--- config.mk ---
export PLATFORM = sky130hd
export DESIGN_NAME = tcp_port_duplication_classifier_top
export DESIGN_NICKNAME = d
export VERILOG_FILES = /design/src/hw/rtl/tpdc_pkg.sv /design/src/hw/rtl/tcp_port_duplication_classifier_top.sv /design/src/hw/rtl/tpdc_cfg_regs.sv /design/src/hw/rtl/tpdc_hdr_parser.sv /design/src/hw/rtl/tpdc_copy_calc.sv
export SDC_FILE = /design/constraint.sdc
export NUM_CORES = 1
export LEC_CHECK = 0
export BUFFER_PORTS_ARGS = -buffer_cell sky130_fd_sc_hd__buf_2
export CAP_MARGIN = 20
export CORE_UTILIZATION = 34
export CTS_CLUSTER_DIAMETER = 100
export DETAILED_ROUTE_END_ITERATION = 10
export PLACE_DENSITY = 0.52
export SYNTH_ARGS = -nofsm -noshare
export SYNTH_HDL_FRONTEND = slang
export SYNTH_SLANG_ARGS = --single-unit
export TNS_END_PERCENT = 10
--- constraint.sdc ---
create_clock -name i_clk -period 6.3 [get_ports i_clk]
set_input_delay 1.89 -clock i_clk [delete_from_list [all_inputs] [get_ports i_clk]]
set_output_delay 1.89 -clock i_clk [all_outputs]
set_load 0.01 [all_outputs]
--- src/hw/rtl/tpdc_pkg.sv ---
// Types and constants for the TCP port duplication classifier
`timescale 1ns / 1ps

package tpdc_pkg;

    localparam int unsigned MAX_COPIES = 8;

    localparam logic [15:0] ETH_IPV4      = 16'h0800;
    localparam logic [15:0] ETH_IPV6      = 16'h86DD;
    localparam logic [7:0]  IHL_MASK      = 8'h0F;
    localparam logic [5:0]  IPV6_HDR_LEN  = 6'd40;
    localparam logic [6:0]  IPV4_PROTO_POS = 7'd9;
    localparam logic [6:0]  IPV6_NXT_POS  = 7'd6;
    localparam logic [7:0]  PROTO_TCP     = 8'd6;
    localparam logic [6:0]  POS_SAT       = 7'd64;
    localparam logic [7:0]  LINK_STATE_LOSSY = 8'd1;
    localparam logic [6:0]  DPORT_HI_OFS  = 7'd2;
    localparam logic [6:0]  DPORT_LO_OFS  = 7'd3;

    typedef enum logic [1:0] {
        KIND_NONE = 2'd0,
        KIND_V4   = 2'd1,
        KIND_V6   = 2'd2
    } t_kind;

    typedef enum logic [1:0] {
        REG_TARGET_IF = 2'd0,
        REG_PORT_LOW  = 2'd1,
        REG_PORT_HIGH = 2'd2,
        REG_COPY_MULT = 2'd3
    } t_reg_idx;

    typedef struct packed {
        logic [31:0] target_if;
        logic [15:0] port_low;
        logic [15:0] port_high;
        logic [7:0]  copy_mult;
    } t_cfg;

    typedef struct packed {
        logic [6:0]  pos;
        logic [5:0]  hdr_len;
        t_kind       kind;
        logic        lossy;
        logic        tcp_seen;
        logic [15:0] port;
        logic [1:0]  port_seen;
    } t_hdr_state;

endpackage

--- src/hw/rtl/tcp_port_duplication_classifier_top.sv ---
// Top level of the TCP port duplication classifier
`timescale 1ns / 1ps

// Usage
// Input channel (i_valid / o_ready) carries one packet byte per word, starting
// at the IP header, with first/last flags; EtherType and link state are
// sampled with the first byte. The output channel (o_valid / i_ready) gives
// one word per packet, on its last byte: total copies and clone interface.
// Throughput: one byte per cycle, sustained; only a last byte waits on a full
// result register.
// Path: a last byte goes into the input register, then the header update and
// copy decision load the result register. Bytes that are not last produce nothing.
// Stall: while the result register is full and not taken, a last byte holds
// in the input register and o_ready drops; other bytes keep flowing.
// Reset (i_rst_n low, synchronous): both registers empty, capture state set
// to "not IP", registers back to defaults (copy multiplier one).
// Configuration goes through the APB port and must be written only while idle; the block does not enforce this.

module tcp_port_duplication_classifier_top #(
    parameter int unsigned MAX_COPIES = tpdc_pkg::MAX_COPIES
) (
    input  logic        i_clk,
    input  logic        i_rst_n,
    input  logic        i_valid,
    output logic        o_ready,
    input  logic [7:0]  i_data_byte,
    input  logic        i_first_byte,
    input  logic        i_last_byte,
    input  logic [15:0] i_ether_type,
    input  logic [7:0]  i_link_state,
    output logic        o_valid,
    input  logic        i_ready,
    output logic [3:0]  o_total_copies,
    output logic [31:0] o_clone_interface,
    input  logic        psel,
    input  logic        penable,
    input  logic        pwrite,
    input  logic [3:0]  paddr,
    input  logic [31:0] pwdata,
    output logic [31:0] prdata,
    output logic        pready
);

    logic                 r_in_valid;
    logic [7:0]           r_in_data;
    logic                 r_in_first;
    logic                 r_in_last;
    logic [15:0]          r_in_etype;
    logic [7:0]           r_in_link;
    logic                 r_out_valid;
    logic [3:0]           r_out_copies;
    logic [31:0]          r_out_if;
    logic                 w_adv;
    logic [3:0]           w_copies;
    tpdc_pkg::t_cfg       w_cfg;
    tpdc_pkg::t_hdr_state w_next;

    // advance the held word unless it is a last word blocked by a full output
    assign w_adv   = r_in_valid & (~r_in_last | ~r_out_valid | i_ready);
    assign o_ready = ~r_in_valid | w_adv;

    always_ff @(posedge i_clk) begin
        if (!i_rst_n) begin
            r_in_valid <= 1'b0;
        end else if (o_ready) begin
            r_in_valid <= i_valid;
        end
    end

    always_ff @(posedge i_clk) begin
        if (o_ready) begin
            r_in_data  <= i_data_byte;
            r_in_first <= i_first_byte;
            r_in_last  <= i_last_byte;
            r_in_etype <= i_ether_type;
            r_in_link  <= i_link_state;
        end
    end

    tpdc_cfg_regs u_cfg (
        .i_clk   (i_clk),
        .i_rst_n (i_rst_n),
        .psel    (psel),
        .penable (penable),
        .pwrite  (pwrite),
        .paddr   (paddr),
        .pwdata  (pwdata),
        .prdata  (prdata),
        .pready  (pready),
        .o_cfg   (w_cfg)
    );

    tpdc_hdr_parser u_parser (
        .i_clk        (i_clk),
        .i_rst_n      (i_rst_n),
        .i_adv        (w_adv),
        .i_data_byte  (r_in_data),
        .i_first_byte (r_in_first),
        .i_ether_type (r_in_etype),
        .i_link_state (r_in_link),
        .o_next       (w_next)
    );

    tpdc_copy_calc #(
        .MAX_COPIES (MAX_COPIES)
    ) u_calc (
        .i_state        (w_next),
        .i_cfg          (w_cfg),
        .o_total_copies (w_copies)
    );

    always_ff @(posedge i_clk) begin
        if (!i_rst_n) begin
            r_out_valid <= 1'b0;
        end else if (w_adv && r_in_last) begin
            r_out_valid <= 1'b1;
        end else if (i_ready) begin
            r_out_valid <= 1'b0;
        end
    end

    always_ff @(posedge i_clk) begin
        if (w_adv && r_in_last) begin
            r_out_copies <= w_copies;
            r_out_if     <= w_cfg.target_if;
        end
    end

    assign o_valid           = r_out_valid;
    assign o_total_copies    = r_out_copies;
    assign o_clone_interface = r_out_if;

endmodule

--- src/hw/rtl/tpdc_cfg_regs.sv ---
// APB configuration registers of the classifier
`timescale 1ns / 1ps

module tpdc_cfg_regs (
    input  logic                i_clk,
    input  logic                i_rst_n,
    input  logic                psel,
    input  logic                penable,
    input  logic                pwrite,
    input  logic [3:0]          paddr,
    input  logic [31:0]         pwdata,
    output logic [31:0]         prdata,
    output logic                pready,
    output tpdc_pkg::t_cfg      o_cfg
);

    tpdc_pkg::t_cfg     r_cfg;
    tpdc_pkg::t_reg_idx w_idx;
    logic               w_wr;

    assign w_idx  = tpdc_pkg::t_reg_idx'(paddr[3:2]);
    assign pready = 1'b1;
    assign w_wr   = psel & penable & pwrite & pready;
    assign o_cfg  = r_cfg;

    always_ff @(posedge i_clk) begin
        if (!i_rst_n) begin
            r_cfg.target_if <= '0;
            r_cfg.port_low  <= '0;
            r_cfg.port_high <= '0;
            r_cfg.copy_mult <= 8'd1;
        end else if (w_wr) begin
            case (w_idx)
                tpdc_pkg::REG_TARGET_IF: r_cfg.target_if <= pwdata;
                tpdc_pkg::REG_PORT_LOW:  r_cfg.port_low  <= pwdata[15:0];
                tpdc_pkg::REG_PORT_HIGH: r_cfg.port_high <= pwdata[15:0];
                tpdc_pkg::REG_COPY_MULT: r_cfg.copy_mult <= pwdata[7:0];
                default: ;
            endcase
        end
    end

    always_comb begin
        case (w_idx)
            tpdc_pkg::REG_TARGET_IF: prdata = r_cfg.target_if;
            tpdc_pkg::REG_PORT_LOW:  prdata = {16'd0, r_cfg.port_low};
            tpdc_pkg::REG_PORT_HIGH: prdata = {16'd0, r_cfg.port_high};
            tpdc_pkg::REG_COPY_MULT: prdata = {24'd0, r_cfg.copy_mult};
            default:                 prdata = '0;
        endcase
    end

endmodule

--- src/hw/rtl/tpdc_hdr_parser.sv ---
// Header capture state: packet kind, header length, protocol and destination port
`timescale 1ns / 1ps

module tpdc_hdr_parser (
    input  logic                   i_clk,
    input  logic                   i_rst_n,
    input  logic                   i_adv,
    input  logic [7:0]             i_data_byte,
    input  logic                   i_first_byte,
    input  logic [15:0]            i_ether_type,
    input  logic [7:0]             i_link_state,
    output tpdc_pkg::t_hdr_state   o_next
);

    tpdc_pkg::t_hdr_state r_state;
    tpdc_pkg::t_hdr_state w_base;
    tpdc_pkg::t_hdr_state n_state;
    logic [6:0]           w_hi_pos;
    logic [6:0]           w_lo_pos;

    // Start of packet: clear capture, latch kind and link state, and set the IPv6 header length
    always_comb begin
        w_base = r_state;
        if (i_first_byte) begin
            w_base       = '0;
            w_base.lossy = (i_link_state == tpdc_pkg::LINK_STATE_LOSSY);
            if (i_ether_type == tpdc_pkg::ETH_IPV4) begin
                w_base.kind = tpdc_pkg::KIND_V4;
            end else if (i_ether_type == tpdc_pkg::ETH_IPV6) begin
                w_base.kind    = tpdc_pkg::KIND_V6;
                w_base.hdr_len = tpdc_pkg::IPV6_HDR_LEN;
            end else begin
                w_base.kind = tpdc_pkg::KIND_NONE;
            end
        end
    end

    always_comb begin
        n_state = w_base;
        case (w_base.kind)
            tpdc_pkg::KIND_V4: begin
                if (w_base.pos == '0) begin
                    n_state.hdr_len = {(i_data_byte[3:0] & tpdc_pkg::IHL_MASK[3:0]), 2'b00};
                end
                if (w_base.pos == tpdc_pkg::IPV4_PROTO_POS) begin
                    n_state.tcp_seen = (i_data_byte == tpdc_pkg::PROTO_TCP);
                end
            end
            tpdc_pkg::KIND_V6: begin
                if (w_base.pos == tpdc_pkg::IPV6_NXT_POS) begin
                    n_state.tcp_seen = (i_data_byte == tpdc_pkg::PROTO_TCP);
                end
            end
            default: ;
        endcase
        // port offsets follow the header length just taken
        w_hi_pos = {1'b0, n_state.hdr_len} + tpdc_pkg::DPORT_HI_OFS;
        w_lo_pos = {1'b0, n_state.hdr_len} + tpdc_pkg::DPORT_LO_OFS;
        if (w_base.kind != tpdc_pkg::KIND_NONE && w_base.pos < tpdc_pkg::POS_SAT) begin
            if (w_base.pos == w_hi_pos) begin
                n_state.port[15:8]   = i_data_byte;
                n_state.port_seen[1] = 1'b1;
            end else if (w_base.pos == w_lo_pos) begin
                n_state.port[7:0]    = i_data_byte;
                n_state.port_seen[0] = 1'b1;
            end
        end
        if (w_base.pos < tpdc_pkg::POS_SAT) begin
            n_state.pos = w_base.pos + 7'd1;
        end
    end

    assign o_next = n_state;

    always_ff @(posedge i_clk) begin
        if (!i_rst_n) begin
            r_state <= '0;
        end else if (i_adv) begin
            r_state <= n_state;
        end
    end

endmodule

--- src/hw/rtl/tpdc_copy_calc.sv ---
// Copy count decision from captured header state and configuration
`timescale 1ns / 1ps

module tpdc_copy_calc #(
    parameter int unsigned MAX_COPIES = tpdc_pkg::MAX_COPIES
) (
    input  tpdc_pkg::t_hdr_state i_state,
    input  tpdc_pkg::t_cfg       i_cfg,
    output logic [3:0]           o_total_copies
);

    logic       w_dup;
    logic       w_port_ok;
    logic [7:0] w_mult;

    always_comb begin
        w_port_ok = 1'b1;
        if (i_cfg.port_low != '0) begin
            w_port_ok = (i_state.port_seen == 2'b11) &&
                        (i_state.port >= i_cfg.port_low) &&
                        (i_state.port <= i_cfg.port_high);
        end
        w_dup = i_state.lossy && (i_cfg.target_if != '0) &&
                (i_state.kind != tpdc_pkg::KIND_NONE) && i_state.tcp_seen && w_port_ok;

        // zero means one, clamp to the maximum
        w_mult = (i_cfg.copy_mult == '0) ? 8'd1 : i_cfg.copy_mult;
        if (w_mult > 8'(MAX_COPIES)) begin
            w_mult = 8'(MAX_COPIES);
        end
        o_total_copies = w_dup ? w_mult[3:0] : 4'd1;
    end

endmodule

; ---- Word level (Yosys, flattened, before mapping)
; Cells that the tools add are included.
[totals]
ff_bits = 179
inputBits = 77
output_inout_bits = 71
word_cells = 96
[classes]
n_addsub = 3
n_lt_le_gt_ge = 4
n_eq_ne = 14
mux = 24
bitwise = 10
n_reduce_logical = 20
[ops]
columns = cell, n
row1 = case mux 32 bit (4 select lines), 1
row2 = two-way mux 35 bit, 1
row3 = two-way mux 8 bit, 4
row4 = nonzero test 32 bit, 1
row5 = two-way mux 6 bit, 4
row6 = two-way mux 18 bit, 1
row7 = "== test 16 x 12 -> 1 bit, second input constant", 1
row8 = "== test 16 bit, second input constant", 1
row9 = >= comparator 16 bit, 1
row10 = <= comparator 16 bit, 1
row11 = nonzero test 16 bit, 1
row12 = "adder 6 x 2 -> 7 bit, second input constant", 2
row13 = == test 7 bit, 2
row14 = "== test 2 bit, second input constant", 4
row15 = "== test 8 x 1 -> 1 bit, second input constant", 1
row16 = "== test 8 x 3 -> 1 bit, second input constant", 1
row17 = "> comparator 8 x 4 -> 1 bit, second input constant", 1
row18 = logical AND 1 bit, 8
row19 = logical NOT 8 bit, 1
row20 = two-way mux 1 bit, 8
row21 = AND reduction 2 bit, 4
row22 = "adder 7 x 1 -> 7 bit, second input constant", 1
row23 = "== test 7 x 3 -> 1 bit, second input constant", 1
row24 = "== test 7 x 4 -> 1 bit, second input constant", 1
row25 = 13 further kinds, 23

; ---- Depth between registers and ports, before layout
[depth]
depth_word = 19
depth_mapped = 29
depth_no_buf = 28

; ---- Modules after synthesis
; From an unflattened synthesis, not the netlist that was laid out.
[unflattened]
cells_unflattened = 885
area_unflattened_um2 = 9115.0
[modules_own_cells]
columns = mod, instances, cells_each, area_each_um2, seq_area_each_um2
row1 = tpdc_cfg_regs, 1, 333, 3245.6, 1441.4
row2 = tpdc_hdr_parser, 1, 335, 2705.1, 700.7
row3 = tcp_port_duplication_classifier_top, 1, 81, 2202.1, 2142.1
row4 = tpdc_copy_calc, 1, 136, 962.2, 0.0

; ---- Least setup slack after synthesis
; No wires, ideal clock.
[synth_path]
kind = register to register
from = register r_in_first
to = register r_out_copies[0], in the netlist o_total_copies[0] (data pin)
setup_time_ns = 0.259
arrival_ns = 5.582
t_required_ns = 6.041
slack_ns = 0.459
path_stages_with_launch = 30
path_buffers = 3
synth_period_minus_slack_ns = 5.841
cell_sequence = edfxtp_1 -> clkbuf_1 -> buf_1 -> nor2b_1 -> a21oi_1 -> inv_1 -> ha_1 -> and3b_1 -> a21o_1 -> a22oi_2 -> inv_1 -> ha_1 -> a31oi_1 -> xnor2_1 -> nor4b_1 -> o311ai_4 -> clkbuf_1 -> nand3_1 -> o21ai_1 -> ha_1 -> nor2b_1 -> o21ai_0 -> nand2b_1 -> a21oi_1 -> nor2_1 -> a211oi_1 -> o221ai_1 -> o31ai_1 -> a31oi_1 -> a211o_1
[synth_rtl]
columns = item, line
row1 = "start, declared", tcp_port_duplication_classifier_top.sv:46  ; logic r_in_first;
row2 = "start signal, assigned", tcp_port_duplication_classifier_top.sv:73  ; r_in_first <= i_first_byte;
row3 = "end signal, assigned", tcp_port_duplication_classifier_top.sv:124  ; r_out_copies <= w_copies;
row4 = "end, declared", tcp_port_duplication_classifier_top.sv:51  ; logic [3:0] r_out_copies;

==> out/results.txt <==
CP max-delay cell: edfxtp_1
Mapped cell area: 8660 µm²
I/O pin count: 148
Initial antenna violation count: 0
Post-Synth Simple-Gate Area: 19.3%
Detailed Place HPWL: 16500 µm
Post-synthesis mux area share: 4.04%
Post-synthesis sequential area ratio: 49.5%
Final setup fails: 0
DR vias: 6796
Leakage power: 4.22 nW
Reg clk slew, reported paths: 0.08 ns
Share of the synthesized area in the top cell type: 25.2%
H-tree lvl count: 4
Core area: 25100 µm²
Port Buffer Count: 144
Status: finished, final reports clean
DR iter-0 viols: 387
Async set-reset flop share out of synthesis: 0%
Multi-input gate area: 4100 µm²
Setup TNS Final: 0 ns
Final instance area: 10500 µm²
Post-synth cell types: 65
Arrival time at the worst endpoint: 6.07 ns
Synth Area per Inst: 9.73 µm²
Total Routing Usage GR: 17.7%
Yosys warning count: 0
Final hold violation count: 0
Hold Path Depth: 2
Xor/xnor share of the synthesized area: 1.01%
N_diodes: 0
Area growth syn-to-layout: 21.1%
Routed length per instance: 16.6 µm
RePlAce Congestion: 0.802
# Max-Cap Violations: 0
Flop2flop setup slack: 0.41 ns
HP Class: register to register
Fmax: 170 MHz
Slew @ Worst Pin: 0.970 ns
Worst IR Drop VDD: 0.154 mV
Clk root buf: clkbuf_16
Vias in the first global route: 6464
Max-slew violation count: 0
Total gr overflow: 0
Number of flops mapped to enable cells by yosys: 70
Power density cells: 237 nW/µm²
Most area-hungry cell type in the Yosys netlist: dfxtp_1
Detailed Route WL: 22800 µm
CTS tree: yes
Syn nets: 1009
Drt first pass iters: 5
Pin count of the biggest net entering global routing: 58
Floorplan row count: 58
Flops & latches, synth: 179
Layout net count: 1149
Filler cells: 2562
Pre-CTS setup slack: 0.151 ns
Die width: 162 µm
ANT nets after route: 0
Die footprint: 26100 µm²
Compound-Gate Fraction of Synth Area: 15.8%
Largest family of logic cells by synthesized area: simple AND/OR/NAND/NOR gates
CP startpoint: r_in_etype[13]$_DFFE_PP_
Post-DR vias/cell: 4.95
Worst R2R End: o_total_copies[0]$_SDFFCE_PN1P_
R2R Path Start: r_in_etype[13]$_DFFE_PP_
Initial Utilization: 34.5%
Die Span Y: 162 µm
Slew margin rel.: 35.4%
Endpoint, Worst Hold: u_parser.r_state[20]$_SDFFE_PN0P_
CTS Hold Buffers Added: 0
Leading register cell type out of synthesis: dfxtp_1
Cell count after synthesis: 890
Worst EP required: 6.48 ns
Setup Skew: 0.0168 ns
CP Class: register to register
Placed Area: 9760 µm²
Hold_ws: 0.465 ns
Crit. End Element: register
CTS sink cnt: 179
Reg2Reg Depth: 24
Top cells by area, synth: dfxtp_1 (25%), edfxtp_1 (24%), nand2_1 (7.9%)
First-pass GRT wire length: 35900 µm
FF/Latch Area: 4280 µm²
Crit path cell chain: nor4_1 -> nand2_1 -> nor4_4 -> a21oi_1 -> ha_1 -> and3b_1 -> a21o_1 -> a22oi_2 -> inv_1 -> ha_1 -> a31oi_2 -> xnor2_2 -> nor4b_4 -> o311ai_4 -> buf_4 -> o21ai_0 -> ha_1 -> a21o_1 -> a21o_1 -> a211oi_1 -> o221ai_1 -> o31ai_1 -> a31oi_2 -> a211o_1
Clk_lat worst skew: 0.44 ns
Startpoint Class: register
Final min period: 5.89 ns
Layout cells sized above 1: 21.6%
Buffers from clock root to sink, at most: 2
Cts bufs inserted: 17
Min-Delay Startpoint: u_parser.r_state[20]$_SDFFE_PN0P_
Worst path max stage delay: 0.37 ns
Setup slack after layout: 0.414 ns
DRC: 0
CP max FO: 10
Tcrit/Tclk final: 93.4%
Post-synthesis adder-cell area fraction: 6.07%
==> critical path: cells and delay by family (launching register included) <==
kind                     cells  cell delay [ns]
AO/OA/AOI/OAI               13             2.62
XOR/XNOR                     1             0.21
flip-flops                   1             0.37
AND/OR/NAND/NOR              5             1.36
adder cells (fa/ha/maj)      3             0.75
buffers and inverters        2             0.31
==> sequential cells by signal, indices dropped and copies added (netlist names) <==
signal	count
r_in_valid	1
r_in_last	1
r_in_data	8
r_in_etype	16
u_parser.r_state	35
o_valid	1
o_total_copies	4
u_cfg.o_cfg	72
o_clone_interface	32
r_in_link	8
r_in_first	1
==> layout make-up <==
type,count,area share [%]
Inverter,50,1.79
Timing Repair Buffer,165,8.37
Multi-Input combinational cell,617,39.1
Clock buffer,18,4.29
Sequential cell,179,40.8
Tap cell,330,3.94
Clock inverter,14,1.66
==> per-layer routing <==
metal / wire length, µm / vias up / global-route usage [%]
li1: - / 3427 / -
met1: 10800 / 3200 / 23.7
met2: 10700 / 146 / 29.1
met3: 978 / 23 / 3.13
met4: 300 / 0 / 5.40
met5: 0 / - / 0
==> timing repair <==
| item | in CTS | in global routing |
|---|---|---|
| endpoints found under the setup margin | 0 | 4 |
| hold endpoints to repair | 0 | 0 |
| resized for setup | 0 | 13 |
| setup buffers | 0 | 2 |
==> how the worst max path moves through the flow <==
| stage | cells past startpoint | end | slack [ns] |
|---|---|---|---|
| 5_1_grt | 23 | o_total_copies[0]$_SDFFCE_PN1P_ | -0.05 |
| 3_5_place_dp | 25 | o_total_copies[2]$_SDFFCE_PP0P_ | 0.15 |
| 3_3_place_gp | 24 | o_total_copies[0]$_SDFFCE_PN1P_ | 0.18 |
| 2_1_floorplan | 29 | o_total_copies[0]$_SDFFCE_PN1P_ | 0.46 |
| 6_report | 24 | o_total_copies[0]$_SDFFCE_PN1P_ | 0.41 |
| 4_1_cts | 24 | o_total_copies[0]$_SDFFCE_PN1P_ | 0.1 |
==> Yosys cell counts (all sizes together) (10+ instances only) <==
| library cell | n |
|---|---|
| ha | 42 |
| nor4 | 22 |
| nand2 | 182 |
| a21o | 13 |
| edfxtp | 70 |
| nand4 | 11 |
| buf | 10 |
| and2 | 24 |
| dfxtp | 109 |
| a21boi | 69 |
| o21ai | 40 |
| nor2b | 31 |
| mux2i | 17 |
| a22oi | 13 |
| clkbuf | 35 |
| nor2 | 23 |
| a21oi | 18 |
| inv | 50 |
| nand3 | 22 |
==> through the flow <==
| step | power [mW] | util, % | std cells |
|---|---|---|---|
| 5_1_grt | 2.59 | 41.8 | 1373 |
| 4_1_cts | 2.52 | 41.3 | 1370 |
| 3_3_place_gp | 1.41 | 38.9 | 1338 |
| 6_report | 2.49 | 41.8 | 1373 |
| 2_1_floorplan | 1.34 | - | 890 |
| 3_5_place_dp | 1.41 | 38.9 | 1338 |
==> power breakdown <==
| part | switching [mW] | total (mW) | internal (mW) |
|---|---|---|---|
| logic | 0.0848 | 0.144 | 0.0588 |
| clock network | 0.539 | 1.10 | 0.563 |
| registers | 0.0203 | 1.24 | 1.22 |
| total | 0.644 | 2.49 | 1.85 |
==> cells in the final DEF (no fill, tap or decap), types with 8 or more instances in the layout <==
| master | count |
|---|---|
| nor2b_1 | 31 |
| nor2_1 | 23 |
| nor4_1 | 19 |
| clkbuf_16 | 18 |
| ha_1 | 42 |
| buf_2 | 144 |
| dfxtp_1 | 109 |
| mux2i_1 | 17 |
| a21o_1 | 13 |
| inv_1 | 50 |
| a22oi_1 | 11 |
| edfxtp_1 | 70 |
| a21boi_0 | 69 |
| buf_4 | 21 |
| nand4_1 | 11 |
| nand3_1 | 20 |
| and2_1 | 23 |
| o21ai_0 | 33 |
| mux4_2 | 8 |
| nand2_1 | 182 |
| a22o_1 | 8 |
| a21oi_1 | 17 |
==> logic make-up (layout without fill, tap and decap cells) <==
logic type	Yosys count	count (layout)
simple gates	346	346
compound gates	192	193
flops	179	179
buf+inv	95	247
fa+ha+maj	42	42
mux	25	25
xor+xnor	10	10
other cells	1	1
(Power assumes the default switching activity.)
